## src/rtl/core/fvla_pkg.sv

```systemverilog
`timescale 1ns / 1ps
// ----------------------------------------------------------------------------
// fvla_pkg
// Shared types and constants for the four-voice noise audio unit.
// ----------------------------------------------------------------------------
package fvla_pkg;

    // request codes carried in req_type
    localparam logic [1:0] REQ_READ  = 2'd0;
    localparam logic [1:0] REQ_WRITE = 2'd1;
    localparam logic [1:0] REQ_TICK  = 2'd2;

    // configuration register indexes
    localparam logic CFG_PRESCALE_BASE     = 1'b0;
    localparam logic CFG_CYCLES_PER_SAMPLE = 1'b1;

    localparam logic [10:0] PRESCALE_BASE_RESET     = 11'd16;
    localparam logic [15:0] CYCLES_PER_SAMPLE_RESET = 16'd333;

    // per-voice sub-register offsets
    localparam logic [2:0] SUB_VOLUME   = 3'd0;
    localparam logic [2:0] SUB_TAPS     = 3'd1;
    localparam logic [2:0] SUB_OUTPUT   = 3'd2;
    localparam logic [2:0] SUB_SHIFT_LO = 3'd3;
    localparam logic [2:0] SUB_SHIFT_HI = 3'd4;
    localparam logic [2:0] SUB_RELOAD   = 3'd5;
    localparam logic [2:0] SUB_CONTROL  = 3'd6;
    localparam logic [2:0] SUB_COUNT    = 3'd7;

    // global register addresses
    localparam logic [5:0] ADDR_ATTEN_BASE = 6'b001000; // 0x20..0x23, upper six bits
    localparam logic [7:0] ADDR_PAN_MASK    = 8'h28;
    localparam logic [7:0] ADDR_STEREO_MASK = 8'h30;

    // control byte fields
    localparam logic [2:0] SRC_LINKED    = 3'd7;
    localparam int unsigned CTRL_ENABLE    = 3;
    localparam int unsigned CTRL_INTEGRATE = 5;
    localparam int unsigned CTRL_RELOAD    = 6;

    localparam logic [11:0] SHIFT_RESET = 12'h001;
    localparam logic [7:0]  ATTEN_RESET = 8'hff;

    localparam int unsigned TAP_POS [8] = '{0, 1, 2, 3, 4, 5, 7, 10};

    typedef struct packed {
        logic       do_write;
        logic       do_tick;
        logic [2:0] sub;
        logic [7:0] wdata;
    } fvla_cmd_t;

    // shift register bits picked out by the eight selectable taps
    function automatic logic [7:0] tap_bits(input logic [11:0] sr);
        logic [7:0] t;
        for (int i = 0; i < 8; i++)
        begin
            t[i] = sr[TAP_POS[i]];
        end
        return t;
    endfunction

endpackage

```

## src/rtl/core/fvla_if.sv

```systemverilog
`timescale 1ns / 1ps
// ----------------------------------------------------------------------------
// fvla_if
// Request and response channels of the noise audio unit.
// ----------------------------------------------------------------------------
interface fvla_req_if;
    logic       valid;
    logic       ready;
    logic [1:0] req_type;
    logic [7:0] reg_addr;
    logic [7:0] write_data;

    modport source (output valid, req_type, reg_addr, write_data, input ready);
    modport sink   (input valid, req_type, reg_addr, write_data, output ready);
endinterface

interface fvla_rsp_if;
    logic              valid;
    logic              ready;
    logic [7:0]        read_data;
    logic              sample_valid;
    logic signed [15:0] left_sample;
    logic signed [15:0] right_sample;

    modport source (output valid, read_data, sample_valid, left_sample, right_sample,
                    input ready);
    modport sink   (input valid, read_data, sample_valid, left_sample, right_sample,
                    output ready);
endinterface

```

## src/rtl/core/fvla_voice.sv

```systemverilog
`timescale 1ns / 1ps
// ----------------------------------------------------------------------------
// fvla_voice
// One voice: register bank, prescaler, down counter, noise shift register
// and direct or saturating integrate output.
// ----------------------------------------------------------------------------
module fvla_voice
    import fvla_pkg::*;
(
    input  logic            clk,
    input  logic            rst_n,
    input  fvla_cmd_t       cmd,
    input  logic            voice_sel,
    input  logic            atten_sel,
    input  logic [10:0]     prescale_base,
    input  logic            carry_in,
    output logic            carry_out,
    output logic [7:0]      rd_data,
    output logic [7:0]      atten,
    output logic [7:0]      out_next
);

    logic [7:0]  volume_reg,  volume_next;
    logic [7:0]  taps_reg,    taps_next;
    logic [7:0]  output_reg,  output_next;
    logic [11:0] shift_reg,   shift_next;
    logic [7:0]  reload_reg,  reload_next;
    logic [7:0]  control_reg, control_next;
    logic [7:0]  count_reg,   count_next;
    logic [7:0]  atten_reg,   atten_next;
    logic        integ_reg,   integ_next;
    logic        enable_reg,  enable_next;
    logic        done_reg,    done_next;
    logic [16:0] phase_reg,   phase_next;

    logic [2:0]  src;
    logic        linked;
    logic        active;
    logic [16:0] period;
    logic [16:0] phase_inc;
    logic        own_count;
    logic        link_count;
    logic        do_count;
    logic        underflow;
    logic        feedback;
    logic [11:0] shift_step;
    logic signed [9:0] vol_ext;
    logic signed [9:0] step;
    logic signed [9:0] acc_base;
    logic signed [9:0] acc_sum;
    logic [7:0]  clamped;

    assign src       = control_reg[2:0];
    assign linked    = (src == SRC_LINKED);
    assign active    = enable_reg && !done_reg;
    assign period    = {6'd0, prescale_base} << src;
    assign phase_inc = phase_reg + 17'd1;

    assign own_count  = cmd.do_tick && active && !linked && (period != 17'd0)
                        && (phase_inc >= period);
    assign link_count = cmd.do_tick && active && linked && carry_in;
    assign do_count   = own_count || link_count;
    assign underflow  = do_count && (count_reg == 8'd0);
    assign carry_out  = underflow;

    // noise shift register clock and new output level
    assign feedback   = ^(taps_reg & tap_bits(shift_reg));
    assign shift_step = {feedback, shift_reg[11:1]};
    assign vol_ext    = $signed({{2{volume_reg[7]}}, volume_reg});
    assign step       = shift_step[0] ? vol_ext : -vol_ext;
    assign acc_base   = integ_reg ? $signed({{2{output_reg[7]}}, output_reg}) : 10'sd0;
    assign acc_sum    = acc_base + step;

    always_comb
    begin
        if (acc_sum > 10'sd127)
        begin
            clamped = 8'h7f;
        end
        else if (acc_sum < -10'sd128)
        begin
            clamped = 8'h80;
        end
        else
        begin
            clamped = acc_sum[7:0];
        end
    end

    always_comb
    begin
        volume_next  = volume_reg;
        taps_next    = taps_reg;
        output_next  = output_reg;
        shift_next   = shift_reg;
        reload_next  = reload_reg;
        control_next = control_reg;
        count_next   = count_reg;
        atten_next   = atten_reg;
        integ_next   = integ_reg;
        enable_next  = enable_reg;
        done_next    = done_reg;
        phase_next   = phase_reg;

        if (cmd.do_tick)
        begin
            // prescaler phase
            if (!active)
            begin
                phase_next = 17'd0;
            end
            else if (linked)
            begin
                // a linked voice that goes done here is zeroed like any done voice
                if (underflow)
                begin
                    phase_next = 17'd0;
                end
            end
            else if (period != 17'd0)
            begin
                phase_next = own_count ? 17'd0 : phase_inc;
            end

            if (do_count)
            begin
                count_next = count_reg - 8'd1;
            end
            if (underflow)
            begin
                done_next   = 1'b1;
                count_next  = reload_reg;
                shift_next  = shift_step;
                output_next = clamped;
            end
        end

        if (cmd.do_write && voice_sel)
        begin
            unique case (cmd.sub)
                SUB_VOLUME:   volume_next = cmd.wdata;
                SUB_TAPS:     taps_next   = cmd.wdata;
                SUB_OUTPUT:   output_next = cmd.wdata;
                SUB_SHIFT_LO: shift_next  = {shift_reg[11:8], cmd.wdata};
                SUB_SHIFT_HI: shift_next  = {cmd.wdata[3:0], shift_reg[7:0]};
                SUB_RELOAD:   reload_next = cmd.wdata;
                SUB_CONTROL:
                begin
                    control_next = cmd.wdata;
                    enable_next  = cmd.wdata[CTRL_ENABLE];
                    integ_next   = cmd.wdata[CTRL_INTEGRATE];
                    if (cmd.wdata[CTRL_RELOAD])
                    begin
                        done_next  = 1'b0;
                        count_next = reload_reg;
                    end
                end
                SUB_COUNT:    count_next  = cmd.wdata;
            endcase
        end

        if (cmd.do_write && atten_sel)
        begin
            atten_next = cmd.wdata;
        end
    end

    always_comb
    begin
        unique case (cmd.sub)
            SUB_VOLUME:   rd_data = volume_reg;
            SUB_TAPS:     rd_data = taps_reg;
            SUB_OUTPUT:   rd_data = output_reg;
            SUB_SHIFT_LO: rd_data = shift_reg[7:0];
            SUB_SHIFT_HI: rd_data = {4'd0, shift_reg[11:8]};
            SUB_RELOAD:   rd_data = reload_reg;
            SUB_CONTROL:  rd_data = control_reg;
            SUB_COUNT:    rd_data = count_reg;
        endcase
    end

    assign atten    = atten_reg;
    assign out_next = output_next;

    always_ff @(posedge clk or negedge rst_n)
    begin
        if (!rst_n)
        begin
            volume_reg  <= 8'd0;
            taps_reg    <= 8'd0;
            output_reg  <= 8'd0;
            shift_reg   <= SHIFT_RESET;
            reload_reg  <= 8'd0;
            control_reg <= 8'd0;
            count_reg   <= 8'd0;
            atten_reg   <= ATTEN_RESET;
            integ_reg   <= 1'b0;
            enable_reg  <= 1'b0;
            done_reg    <= 1'b0;
            phase_reg   <= 17'd0;
        end
        else
        begin
            volume_reg  <= volume_next;
            taps_reg    <= taps_next;
            output_reg  <= output_next;
            shift_reg   <= shift_next;
            reload_reg  <= reload_next;
            control_reg <= control_next;
            count_reg   <= count_next;
            atten_reg   <= atten_next;
            integ_reg   <= integ_next;
            enable_reg  <= enable_next;
            done_reg    <= done_next;
            phase_reg   <= phase_next;
        end
    end

endmodule

```

## src/rtl/core/fvla_mixer.sv

```systemverilog
`timescale 1ns / 1ps
// ----------------------------------------------------------------------------
// fvla_mixer
// Stereo mix of the voice outputs with per-side enable, pan attenuation
// and clamping to 16-bit samples.
// ----------------------------------------------------------------------------
module fvla_mixer
    import fvla_pkg::*;
#(
    parameter int unsigned NUM_VOICES = 4
)
(
    input  logic signed [7:0]  vout  [NUM_VOICES],
    input  logic [7:0]         atten [NUM_VOICES],
    input  logic [7:0]         stereo_mask,
    input  logic [7:0]         pan_mask,
    output logic signed [15:0] left,
    output logic signed [15:0] right
);

    // s * nib / 16, truncated toward zero
    function automatic logic signed [7:0] scale_term(input logic signed [7:0] s,
                                                     input logic [3:0] nib);
        logic signed [12:0] p;
        logic signed [12:0] q;
        p = $signed({{5{s[7]}}, s}) * $signed({9'd0, nib});
        if (p < 13'sd0)
        begin
            p = p + 13'sd15;
        end
        q = p >>> 4;
        return q[7:0];
    endfunction

    function automatic logic signed [15:0] clamp16(input logic signed [10:0] acc);
        logic signed [16:0] wide;
        wide = $signed({acc, 6'd0});
        if (wide > 17'sd32767)
        begin
            return 16'sh7fff;
        end
        else if (wide < -17'sd32768)
        begin
            return 16'sh8000;
        end
        return wide[15:0];
    endfunction

    logic signed [10:0] l_acc;
    logic signed [10:0] r_acc;
    logic signed [7:0]  l_term;
    logic signed [7:0]  r_term;

    always_comb
    begin
        l_acc  = 11'sd0;
        r_acc  = 11'sd0;
        l_term = 8'sd0;
        r_term = 8'sd0;
        for (int v = 0; v < NUM_VOICES; v++)
        begin
            l_term = pan_mask[4 + v] ? scale_term(vout[v], atten[v][7:4]) : vout[v];
            r_term = pan_mask[v]     ? scale_term(vout[v], atten[v][3:0]) : vout[v];
            if (!stereo_mask[4 + v])
            begin
                l_acc = l_acc + 11'(l_term);
            end
            if (!stereo_mask[v])
            begin
                r_acc = r_acc + 11'(r_term);
            end
        end
    end

    assign left  = clamp16(l_acc);
    assign right = clamp16(r_acc);

endmodule

```

## src/rtl/core/four_voice_lfsr_audio_unit.sv

```systemverilog
`timescale 1ns / 1ps
// ----------------------------------------------------------------------------
// four_voice_lfsr_audio_unit
// Noise audio voices behind byte registers with a stereo sample mixer.
//
//   channel  dir  words
//   req      in   register read, register write or master tick
//   rsp      out  read byte, sample flag, left and right samples
//   cfg      in   prescale base (index 0), cycles per sample (index 1)
//
// One word is taken every cycle while stage one can move; it then passes stage two and stage three to rsp.
// Stage one registers the request, stage two applies it to every voice in a
// single pass (cascade included) and snapshots the levels, stage three mixes.
// A full stage holds while the next is full and held; an empty stage always takes a word.
// Asynchronous reset loads every state and valid register directly; no clearing pass.
// ----------------------------------------------------------------------------
module four_voice_lfsr_audio_unit
    import fvla_pkg::*;
#(
    parameter int unsigned NUM_VOICES = 4
)
(
    input  logic          clk,
    input  logic          rst_n,
    fvla_req_if.sink      req,
    fvla_rsp_if.source    rsp,
    input  logic          cfg_we,
    input  logic          cfg_index,
    input  logic [15:0]   cfg_data
);

    // configuration
    logic [10:0] prescale_base_reg;
    logic [15:0] cycles_reg;

    always_ff @(posedge clk or negedge rst_n)
    begin
        if (!rst_n)
        begin
            prescale_base_reg <= PRESCALE_BASE_RESET;
            cycles_reg        <= CYCLES_PER_SAMPLE_RESET;
        end
        else if (cfg_we)
        begin
            unique case (cfg_index)
                CFG_PRESCALE_BASE:     prescale_base_reg <= cfg_data[10:0];
                CFG_CYCLES_PER_SAMPLE: cycles_reg        <= cfg_data;
            endcase
        end
    end

    // stage handshakes
    logic a_valid_reg;
    logic b_valid_reg;
    logic rsp_valid_reg;
    logic c_ready;
    logic b_ready;
    logic a_ready;
    logic process;

    assign c_ready   = !rsp_valid_reg || rsp.ready;
    assign b_ready   = !b_valid_reg || c_ready;
    assign a_ready   = !a_valid_reg || b_ready;
    assign req.ready = a_ready;
    assign process   = a_valid_reg && b_ready;

    // stage one: request word
    logic [1:0] a_type_reg;
    logic [7:0] a_addr_reg;
    logic [7:0] a_data_reg;

    always_ff @(posedge clk or negedge rst_n)
    begin
        if (!rst_n)
        begin
            a_valid_reg <= 1'b0;
        end
        else if (a_ready)
        begin
            a_valid_reg <= req.valid;
        end
    end

    always_ff @(posedge clk)
    begin
        if (a_ready)
        begin
            a_type_reg <= req.req_type;
            a_addr_reg <= req.reg_addr;
            a_data_reg <= req.write_data;
        end
    end

    // stage two: voice update
    logic      is_read;
    logic      is_write;
    logic      is_tick;
    fvla_cmd_t cmd;

    assign is_read  = process && (a_type_reg == REQ_READ);
    assign is_write = process && (a_type_reg == REQ_WRITE);
    assign is_tick  = process && (a_type_reg == REQ_TICK);

    assign cmd.do_write = is_write;
    assign cmd.do_tick  = is_tick;
    assign cmd.sub      = a_addr_reg[2:0];
    assign cmd.wdata    = a_data_reg;

    logic [NUM_VOICES-1:0] voice_sel;
    logic [NUM_VOICES-1:0] atten_sel;
    logic [NUM_VOICES-1:0] carry_out;
    logic [7:0]            voice_rd  [NUM_VOICES];
    logic [7:0]            voice_att [NUM_VOICES];
    logic [7:0]            voice_out [NUM_VOICES];

    genvar gv;
    generate
        for (gv = 0; gv < NUM_VOICES; gv++)
        begin : g_voice
            logic carry_in;

            assign voice_sel[gv] = (a_addr_reg[7:5] == 3'd0) && (a_addr_reg[4:3] == 2'(gv));
            assign atten_sel[gv] = (a_addr_reg[7:2] == ADDR_ATTEN_BASE)
                                   && (a_addr_reg[1:0] == 2'(gv));

            if (gv == 0)
            begin : g_first
                assign carry_in = 1'b0;
            end
            else
            begin : g_chain
                assign carry_in = carry_out[gv - 1];
            end

            fvla_voice u_voice (
                .clk           (clk),
                .rst_n         (rst_n),
                .cmd           (cmd),
                .voice_sel     (voice_sel[gv]),
                .atten_sel     (atten_sel[gv]),
                .prescale_base (prescale_base_reg),
                .carry_in      (carry_in),
                .carry_out     (carry_out[gv]),
                .rd_data       (voice_rd[gv]),
                .atten         (voice_att[gv]),
                .out_next      (voice_out[gv])
            );
        end
    endgenerate

    // global registers
    logic [7:0]  pan_mask_reg;
    logic [7:0]  stereo_mask_reg;
    logic [15:0] sample_phase_reg;
    logic [15:0] sample_phase_next;
    logic [16:0] sample_phase_inc;
    logic        emit;

    assign sample_phase_inc = {1'b0, sample_phase_reg} + 17'd1;
    assign emit             = is_tick && (sample_phase_inc >= {1'b0, cycles_reg});

    always_comb
    begin
        sample_phase_next = sample_phase_reg;
        if (is_tick)
        begin
            sample_phase_next = emit ? 16'd0 : sample_phase_inc[15:0];
        end
    end

    always_ff @(posedge clk or negedge rst_n)
    begin
        if (!rst_n)
        begin
            pan_mask_reg     <= 8'd0;
            stereo_mask_reg  <= 8'd0;
            sample_phase_reg <= 16'd0;
        end
        else
        begin
            sample_phase_reg <= sample_phase_next;
            if (is_write && (a_addr_reg == ADDR_PAN_MASK))
            begin
                pan_mask_reg <= a_data_reg;
            end
            if (is_write && (a_addr_reg == ADDR_STEREO_MASK))
            begin
                stereo_mask_reg <= a_data_reg;
            end
        end
    end

    // read mux
    logic [7:0] rd_mux;

    always_comb
    begin
        rd_mux = 8'd0;
        for (int v = 0; v < NUM_VOICES; v++)
        begin
            if (voice_sel[v])
            begin
                rd_mux = voice_rd[v];
            end
            if (atten_sel[v])
            begin
                rd_mux = voice_att[v];
            end
        end
        if (a_addr_reg == ADDR_PAN_MASK)
        begin
            rd_mux = pan_mask_reg;
        end
        if (a_addr_reg == ADDR_STEREO_MASK)
        begin
            rd_mux = stereo_mask_reg;
        end
    end

    // stage two register: level snapshot for the mixer
    logic [7:0]        b_rd_reg;
    logic              b_emit_reg;
    logic signed [7:0] b_out_reg   [NUM_VOICES];
    logic [7:0]        b_atten_reg [NUM_VOICES];
    logic [7:0]        b_pan_reg;
    logic [7:0]        b_stereo_reg;

    always_ff @(posedge clk or negedge rst_n)
    begin
        if (!rst_n)
        begin
            b_valid_reg <= 1'b0;
        end
        else if (b_ready)
        begin
            b_valid_reg <= a_valid_reg;
        end
    end

    always_ff @(posedge clk)
    begin
        if (b_ready)
        begin
            b_rd_reg     <= is_read ? rd_mux : 8'd0;
            b_emit_reg   <= emit;
            b_pan_reg    <= pan_mask_reg;
            b_stereo_reg <= stereo_mask_reg;
            for (int v = 0; v < NUM_VOICES; v++)
            begin
                b_out_reg[v]   <= $signed(voice_out[v]);
                b_atten_reg[v] <= voice_att[v];
            end
        end
    end

    // stage three: mix and response word
    logic signed [15:0] mix_left;
    logic signed [15:0] mix_right;

    fvla_mixer #(
        .NUM_VOICES (NUM_VOICES)
    ) u_mixer (
        .vout        (b_out_reg),
        .atten       (b_atten_reg),
        .stereo_mask (b_stereo_reg),
        .pan_mask    (b_pan_reg),
        .left        (mix_left),
        .right       (mix_right)
    );

    logic [7:0]         rsp_rd_reg;
    logic               rsp_emit_reg;
    logic signed [15:0] rsp_left_reg;
    logic signed [15:0] rsp_right_reg;

    always_ff @(posedge clk or negedge rst_n)
    begin
        if (!rst_n)
        begin
            rsp_valid_reg <= 1'b0;
        end
        else if (c_ready)
        begin
            rsp_valid_reg <= b_valid_reg;
        end
    end

    always_ff @(posedge clk)
    begin
        if (c_ready)
        begin
            rsp_rd_reg    <= b_rd_reg;
            rsp_emit_reg  <= b_emit_reg;
            rsp_left_reg  <= b_emit_reg ? mix_left : 16'sd0;
            rsp_right_reg <= b_emit_reg ? mix_right : 16'sd0;
        end
    end

    assign rsp.valid        = rsp_valid_reg;
    assign rsp.read_data    = rsp_rd_reg;
    assign rsp.sample_valid = rsp_emit_reg;
    assign rsp.left_sample  = rsp_left_reg;
    assign rsp.right_sample = rsp_right_reg;

endmodule

```

## src/flat_wrapper.sv

```systemverilog
// flat-port wrapper written by rule: the top's interface ports become plain ports
module four_voice_lfsr_audio_unit_flat import fvla_pkg::*;
#(
    parameter int unsigned NUM_VOICES = 4
)
  (clk, rst_n, cfg_we, cfg_index, cfg_data, req_valid, req_req_type, req_reg_addr, req_write_data, req_ready, rsp_valid, rsp_read_data, rsp_sample_valid, rsp_left_sample, rsp_right_sample, rsp_ready);
  fvla_req_if req_i ();
  fvla_rsp_if rsp_i ();
  input  logic clk;
  input  logic rst_n;
  input  logic cfg_we;
  input  logic cfg_index;
  input  logic [15:0] cfg_data;
  input wire logic [$bits(req_i.valid)-1:0] req_valid;
  input wire logic [$bits(req_i.req_type)-1:0] req_req_type;
  input wire logic [$bits(req_i.reg_addr)-1:0] req_reg_addr;
  input wire logic [$bits(req_i.write_data)-1:0] req_write_data;
  output wire logic [$bits(req_i.ready)-1:0] req_ready;
  output wire logic [$bits(rsp_i.valid)-1:0] rsp_valid;
  output wire logic [$bits(rsp_i.read_data)-1:0] rsp_read_data;
  output wire logic [$bits(rsp_i.sample_valid)-1:0] rsp_sample_valid;
  output wire logic [$bits(rsp_i.left_sample)-1:0] rsp_left_sample;
  output wire logic [$bits(rsp_i.right_sample)-1:0] rsp_right_sample;
  input wire logic [$bits(rsp_i.ready)-1:0] rsp_ready;
  assign req_i.valid = req_valid;
  assign req_i.req_type = req_req_type;
  assign req_i.reg_addr = req_reg_addr;
  assign req_i.write_data = req_write_data;
  assign req_ready = req_i.ready;
  assign rsp_valid = rsp_i.valid;
  assign rsp_read_data = rsp_i.read_data;
  assign rsp_sample_valid = rsp_i.sample_valid;
  assign rsp_left_sample = rsp_i.left_sample;
  assign rsp_right_sample = rsp_i.right_sample;
  assign rsp_i.ready = rsp_ready;
  four_voice_lfsr_audio_unit #(.NUM_VOICES(NUM_VOICES)) u_core (.clk(clk), .rst_n(rst_n), .req(req_i), .rsp(rsp_i), .cfg_we(cfg_we), .cfg_index(cfg_index), .cfg_data(cfg_data));
endmodule
```

## config.mk

```make
export PLATFORM = sky130hd
export DESIGN_NAME = four_voice_lfsr_audio_unit_flat
export DESIGN_NICKNAME = d
export VERILOG_FILES = /design/src/rtl/core/fvla_pkg.sv /design/src/rtl/core/fvla_if.sv /design/src/rtl/core/fvla_voice.sv /design/src/rtl/core/fvla_mixer.sv /design/src/rtl/core/four_voice_lfsr_audio_unit.sv /design/src/flat_wrapper.sv
export SDC_FILE = /design/constraint.sdc
export NUM_CORES = 2
export LEC_CHECK = 0
export BUFFER_PORTS_ARGS = -buffer_cell sky130_fd_sc_hd__buf_2
export CAP_MARGIN = 20
export CORE_ASPECT_RATIO = 1.5
export CORE_MARGIN = 10
export CORE_UTILIZATION = 45
export CTS_CLUSTER_SIZE = 8
export DETAILED_ROUTE_END_ITERATION = 8
export MAX_ROUTING_LAYER = met4
export SLEW_MARGIN = 0
export SYNTH_ARGS = -nofsm -noshare
export SYNTH_HDL_FRONTEND = slang
export SYNTH_SLANG_ARGS = --single-unit
```

## constraint.sdc

```tcl
create_clock -name clk -period 9.12 [get_ports clk]
set_input_delay 1.824 -clock clk [delete_from_list [all_inputs] [get_ports clk]]
set_output_delay 1.824 -clock clk [all_outputs]
set_load 0.02 [all_outputs]
```

* After elaboration in Yosys (flattened, before gate mapping)
Index checks and enable logic that the tools add are counted.
** Word-level totals
- Bits in registers :: 562
- Bits of input ports :: 40
- Output and inout port bits :: 43
- Word-level logic and storage cells :: 464
** Operators by class
- Add/sub/neg operators :: 31
- Multiply operators :: 8
- $lt $le $gt $ge :: 25
- Equality and inequality tests :: 38
- Shifts and indexed selects :: 4
- Multiplexer cells :: 161
- Bitwise operators :: 5
- Reduce and logical (&&, ||, !) cells :: 111
** Operators with widths (count)
- $mux W8 :: 62
- $mux W17 :: 20
- $pmux W8 S8 :: 4
- $mux W12 :: 20
- $mux W16 :: 7
- $lt A13 B1 Y1 const B :: 8
- $mul A8 B5 Y13 :: 8
- $add A12 B5 Y12 const B :: 8
- $pmux W12 S2 :: 4
- $mux W11 :: 8
- $mux W10 :: 8
- $add A17 B1 Y17 const B :: 4
- $ge A17 B17 Y1 :: 4
- $reduce_bool A17 Y1 :: 4
- $shl A11 B3 Y17 :: 4
- $add A11 B8 Y11 :: 6
- $pmux W8 S2 :: 4
- $logic_and A1 B1 Y1 :: 53
- $add A10 B10 Y10 :: 4
- $gt A10 B8 Y1 const B :: 4
- $lt A10 B8 Y1 const B :: 4
- $neg A8 Y10 :: 4
- $reduce_and A2 Y1 :: 20
- $gt A17 B16 Y1 const B :: 2
- other kinds (24) :: 109

* Longest topological paths before layout
- Word-level depth :: 24
- Depth in mapped cells :: 47
- Mapped depth without buffers :: 46

* Hierarchy
From an unflattened synthesis, not the netlist that was laid out.
** Second synthesis, totals
- Cell total of the unflattened synthesis :: 5728
- Area total of the unflattened synthesis :: 50549.7 sq um
** Modules (own cells, without submodules)
- fvla_mixer :: times used 1, cells each 2072, area each 15582.4 sq um, seq. area each 0.0 sq um
- fvla_voice (u_core.g_voice[1].u_voice ...) :: times used 2, cells each 787, area each 6640.1 sq um, seq. area each 2163.3 sq um
- four_voice_lfsr_audio_unit :: times used 1, cells each 587, area each 8509.4 sq um, seq. area each 6003.3 sq um
- fvla_voice (u_core.g_voice[0].u_voice) :: times used 1, cells each 759, area each 6598.8 sq um, seq. area each 2163.3 sq um
- fvla_voice (u_core.g_voice[3].u_voice) :: times used 1, cells each 736, area each 6578.8 sq um, seq. area each 2163.3 sq um

* Worst setup path after synthesis
OpenSTA, ideal clock, no wires.
- Kind :: register to register
- Start point :: reg u_core.b_out_reg[18] (netlist name)
- End point :: reg u_core.rsp_left_reg[10], in the netlist u_core.rsp.left_sample[10], data pin
- Setup time :: 0.268 ns
- Data arrival time :: 8.698 ns
- Required time :: 8.852 ns
- Slack :: 0.154 ns
- Stages on the path, launching flop included :: 46
- Path buffers :: 0
- Period minus slack after synthesis :: 8.966 ns
- Cells stage by stage :: edfxtp_1 > and2_1 > ha_1 > inv_1 > fa_1 > fa_1 > inv_1 > ha_1 > nor2b_1 > o21ai_0 > a21boi_0 > o21ai_0 > a21boi_0 > o21ai_0 > nand2_1 > a31oi_1 > xnor2_1 > nand2_1 > [... 10 more ...] > ha_1 > nand2_1 > o21ai_0 > or3_1 > nand2_1 > o21ai_0 > ha_1 > o2111ai_1 > nand4b_1 > a21o_1 > a21oi_1 > o21a_1 > nor4bb_1 > mux2i_1 > nand4_1 > xnor3_1 > a21oi_2 > o21ai_0
** On the way
- Longest elaborated chain between the ends :: 14
- Elaborated cells between the ends (all ways) :: 17
- Those cells by class :: add/sub: 4; mul: 1; order compare: 3; mux: 9
** RTL lines
- from (decl) :: line four_voice_lfsr_audio_unit.sv:223 : logic signed [7:0] b_out_reg [NUM_VOICES];
- from (signal, indexed assignment) :: line four_voice_lfsr_audio_unit.sv:250 : b_out_reg[v] <= $signed(voice_out[v]);
- $mul A8 B5 Y13 :: line fvla_mixer.sv:26 : p = $signed({{5{s[7]}}, s}) * $signed({9'd0, nib});
- $add A12 B5 Y12 or $lt A13 B1 Y1 (tied branches) :: line fvla_mixer.sv:29, fvla_mixer.sv:27
- $mux W12 :: line fvla_mixer.sv:27 : if (p < 13'sd0)
- $mux W8 * :: line fvla_mixer.sv:62 : l_term = pan_mask[4 + v] ? scale_term(vout[v], atten[v][7:4]) : vout[v];
- $add A11 B8 Y11 * :: line fvla_mixer.sv:66 : l_acc = l_acc + 11'(l_term);
- $mux W11 * :: line fvla_mixer.sv:64 : if (!stereo_mask[4 + v])
- $add A11 B8 Y11 :: line fvla_mixer.sv:66
- $mux W11 * :: line fvla_mixer.sv:64
- $add A11 B8 Y11 :: line fvla_mixer.sv:66
- $mux W11 * :: line fvla_mixer.sv:64
- $lt A17 B16 Y1 :: line fvla_mixer.sv:42 : else if (wide < -17'sd32768)
- $mux W1 :: line fvla_mixer.sv:42
- $mux W1 :: line fvla_mixer.sv:38 : if (wide > 17'sd32767)
- $mux W16 * :: line fvla_mixer.sv:46 : return wide[15:0];
- to (signal assigned) :: line four_voice_lfsr_audio_unit.sv:294 : rsp_left_reg <= b_emit_reg ? mix_left : 16'sd0;
- to (decl) :: line four_voice_lfsr_audio_unit.sv:273 : logic signed [15:0] rsp_left_reg;
Every way passes the cells marked *; elsewhere a longest branch is shown, timed or not.
A chain may end at the register's enable or synchronous reset.

* Final worst setup path
- Start point :: reg u_core.b_out_reg[17] (netlist name)
- End point :: reg u_core.rsp_left_reg[12], in the netlist u_core.rsp.left_sample[12], data pin
The elaborated chain is that of the path after synthesis.

==> results.yml <==
synth:
  yosysWarnings: 0
  syn_area_um2: 47800
  synthFlopType: "dfrtp_1"
  ys_types: 87
  async_reset_ff_share_pct: 74.6
  synth.avg_cell_area_um2: 8.82
  synth-seq-cells: 544
  synth_largest_area_cell: "dfrtp_1"
  netlist_instances: 5418
  seq_area_frac_synth_pct: 30.0
  synth_top_cells_by_area: "dfrtp_1, ha_1, edfxtp_1"
  synth_top_area_share_pct: 19.1
  syn_nets: 5985
  synth_edf_count: 138
timing:
  setup_slack_ns: 0.302
  holdWs_ns: 0.413
  slew_violations: 0
  fin_crit_ns: 8.82
  hold_violations: 0
  max_freq_mhz: 113
  slew_headroom_pct: 18.1
  tightest_slew_ns: 1.23
  rsz0062_at_grt: "true"
  setup_viol: 0
  period_share_pct: 96.7
  finClkSkew_ns: 0.0447
die:
  start_util_pct: 45.3
  row_count: 146
  die-area_um2: 120000
  die_h_um: 419
  die_w_um: 286
  core_area_um2: 106000
  io_pins: 83
worst_setup_path:
  required_ns: 9.53
  arrival_ns: 9.23
  cp_max_fo: 5
  cpMaxStageDelayCell: "fa_1"
  r2r_slack_ns: 0.30
  max_stage_delay_ns: 0.52
  crit_type: "reg -> reg"
  crit_family: "adder cells"
  worst-path-buf-inv: 7
  crit_top_cell: "ha_4"
  critPathLaunchType: "register"
  crit_path_end_kind: "register"
layout:
  drive_gt1_share_pct: 16.8
  nNetsFinal: 6194
  postLayoutCoreUtil_pct: 51.6
  layout_common_cells: "nand2_1, inv_1, nor2_1"
  final_common_cell: "nand2_1"
  area_growth_pct: 14.0
  largest_reg_flops: 68
  layout.cells.non_filler: 7099
global_routing:
  antenna_found_initial: 2
  busiest_layer: "met2"
  grt_overflow_total: 0
  grt.met1_usage_pct: 26.3
  grtUsageTotal_pct: 25.5
  grt_use_met3_pct: 3.08
  grt_pass1_wl_um: 234000
  grt_pass1_vias: 41360
  met2_usage_pct: 45.1
  grt_max_degree: 126
cts:
  clkTransAtPathRegs_ns: 0.05
  cts_sinks: 544
  clock_path_buffers: 3
  cts_tree: "built"
  worstSkewPairLatency_ns: 0.68
  root_buffer: "clkbuf_16"
  numCtsBuffers: 79
  htreeDepth: 3
route:
  finalWirelength_um: 152000
  viasPerCell: 5.76
  ant_nets: 0
  first_iter_violations: 2560
  num_vias: 40875
  routedWlPerCell_um: 21.4
  drt_pass1_iterations: 5
  drc: 0
place:
  io_buffers: 82
  post-dp-hpwl_um: 115000
  dpl_worst_slack_ns: -0.684
  dp.cells: 6914
  gp_congestion: 0.983
min_path:
  hp-class: "reg -> reg"
power_and_ir_drop:
  p_per_area_nw_per_um2: 160
  totalPowerFinal_uw: 8740
  power.leakage_uw: 0.0251
  peakVddDrop_v: 0.000158
run_status:
  outcome: "complete, no violations"
flow_run:
  maxCapViolCount: 0
==> metal layers <==
metal | share of wire, % | vias up | wire, µm
met5 | 0 | - | 0
met4 | 7.9 | 0 | 11900
met3 | 4.2 | 496 | 6340
met2 | 51 | 1173 | 76900
met1 | 37 | 19791 | 56400
li1 | - | 19415 | -
==> path summary, 6_finish.rpt <==
kind / start / end / depth (start not counted)
max in group asynchronous: rst_n / u_core.stereo_mask_reg[5] / 2
min reg2reg: u_core.b_rd_reg[1] / u_core.rsp.read_data[1] / 0
min in group asynchronous: rst_n / u_core.sample_phase_reg[8] / 1
max: u_core.b_out_reg[17] / u_core.rsp.left_sample[12] / 46
min: u_core.b_rd_reg[1] / u_core.rsp.read_data[1] / 0
max reg2reg: u_core.b_out_reg[17] / u_core.rsp.left_sample[12] / 46
==> power breakdown <==
part / switching [µW] / internal [µW]
sequential: 224 / 2690
combinational: 1660 / 1320
clock: 1180 / 1670
total: 3060 / 5680
==> Yosys cell counts, types with 54 or more instances <==
library cell	count
nand2_1	521
inv_1	435
nor2_1	416
ha_1	381
dfrtp_1	364
a21oi_1	355
o21ai_0	345
mux2_2	230
and2_1	225
clkbuf_1	223
xnor2_1	207
fa_1	146
xor2_1	142
edfxtp_1	138
nand3_1	108
mux2i_1	94
nor3_1	79
nand2b_1	78
o22ai_1	75
a21o_1	54
==> per-stage QoR <==
step           TNS [ns]  instance area, µm²
6_report              0               54500
3_3_place_gp      -7.51               51000
5_1_grt           -2.95               54500
2_1_floorplan         0               47800
3_5_place_dp     -11.39               51100
4_1_cts               0               53600
==> worst reg2reg max path, delay by kind of cell, from the launching register on <==
kind                     cells  cell delay (ns)
multiplexers                 1             0.28
AND/OR/NAND/NOR             10             1.19
flip-flops                   1             0.44
AO/OA/AOI/OAI               15             2.38
buffers and inverters        7             0.87
adder cells (fa/ha/maj)      8             2.57
XOR/XNOR                     5             0.88
==> cell type report <==
cell class              instances  area [µm²]
inverters                     439        1650
clock buffers                 138        2240
multi-input cells            4168       31500
clock inverters                 8         145
fillers                     10041       51100
well taps                    1406        1760
diodes                          1        2.50
flip-flops and latches        544       14400
repair buffers                395        2850
==> kinds of logic after synthesis <==
group / count (synthesis) / share of synthesized area [%]
simple gates: 1695 / 17.1
buf+inv: 707 / 5.68
fa+ha+maj: 527 / 16.1
compound gates: 1246 / 16.1
mux: 348 / 8.52
xor+xnor: 351 / 6.49
flops: 544 / 30.0
==> what timing repair did <==
action / in CTS / in global routing
endpoints found under the hold margin: 0 / 0
resized for setup: 40 / 155
setup buffers: 6 / 29
endpoints found under the setup margin: 22 / 22
hold buffers: 0 / 0
gates cloned: 1 / 1
pin swaps: 18 / 121
Power figures use the tool's default switching activity.
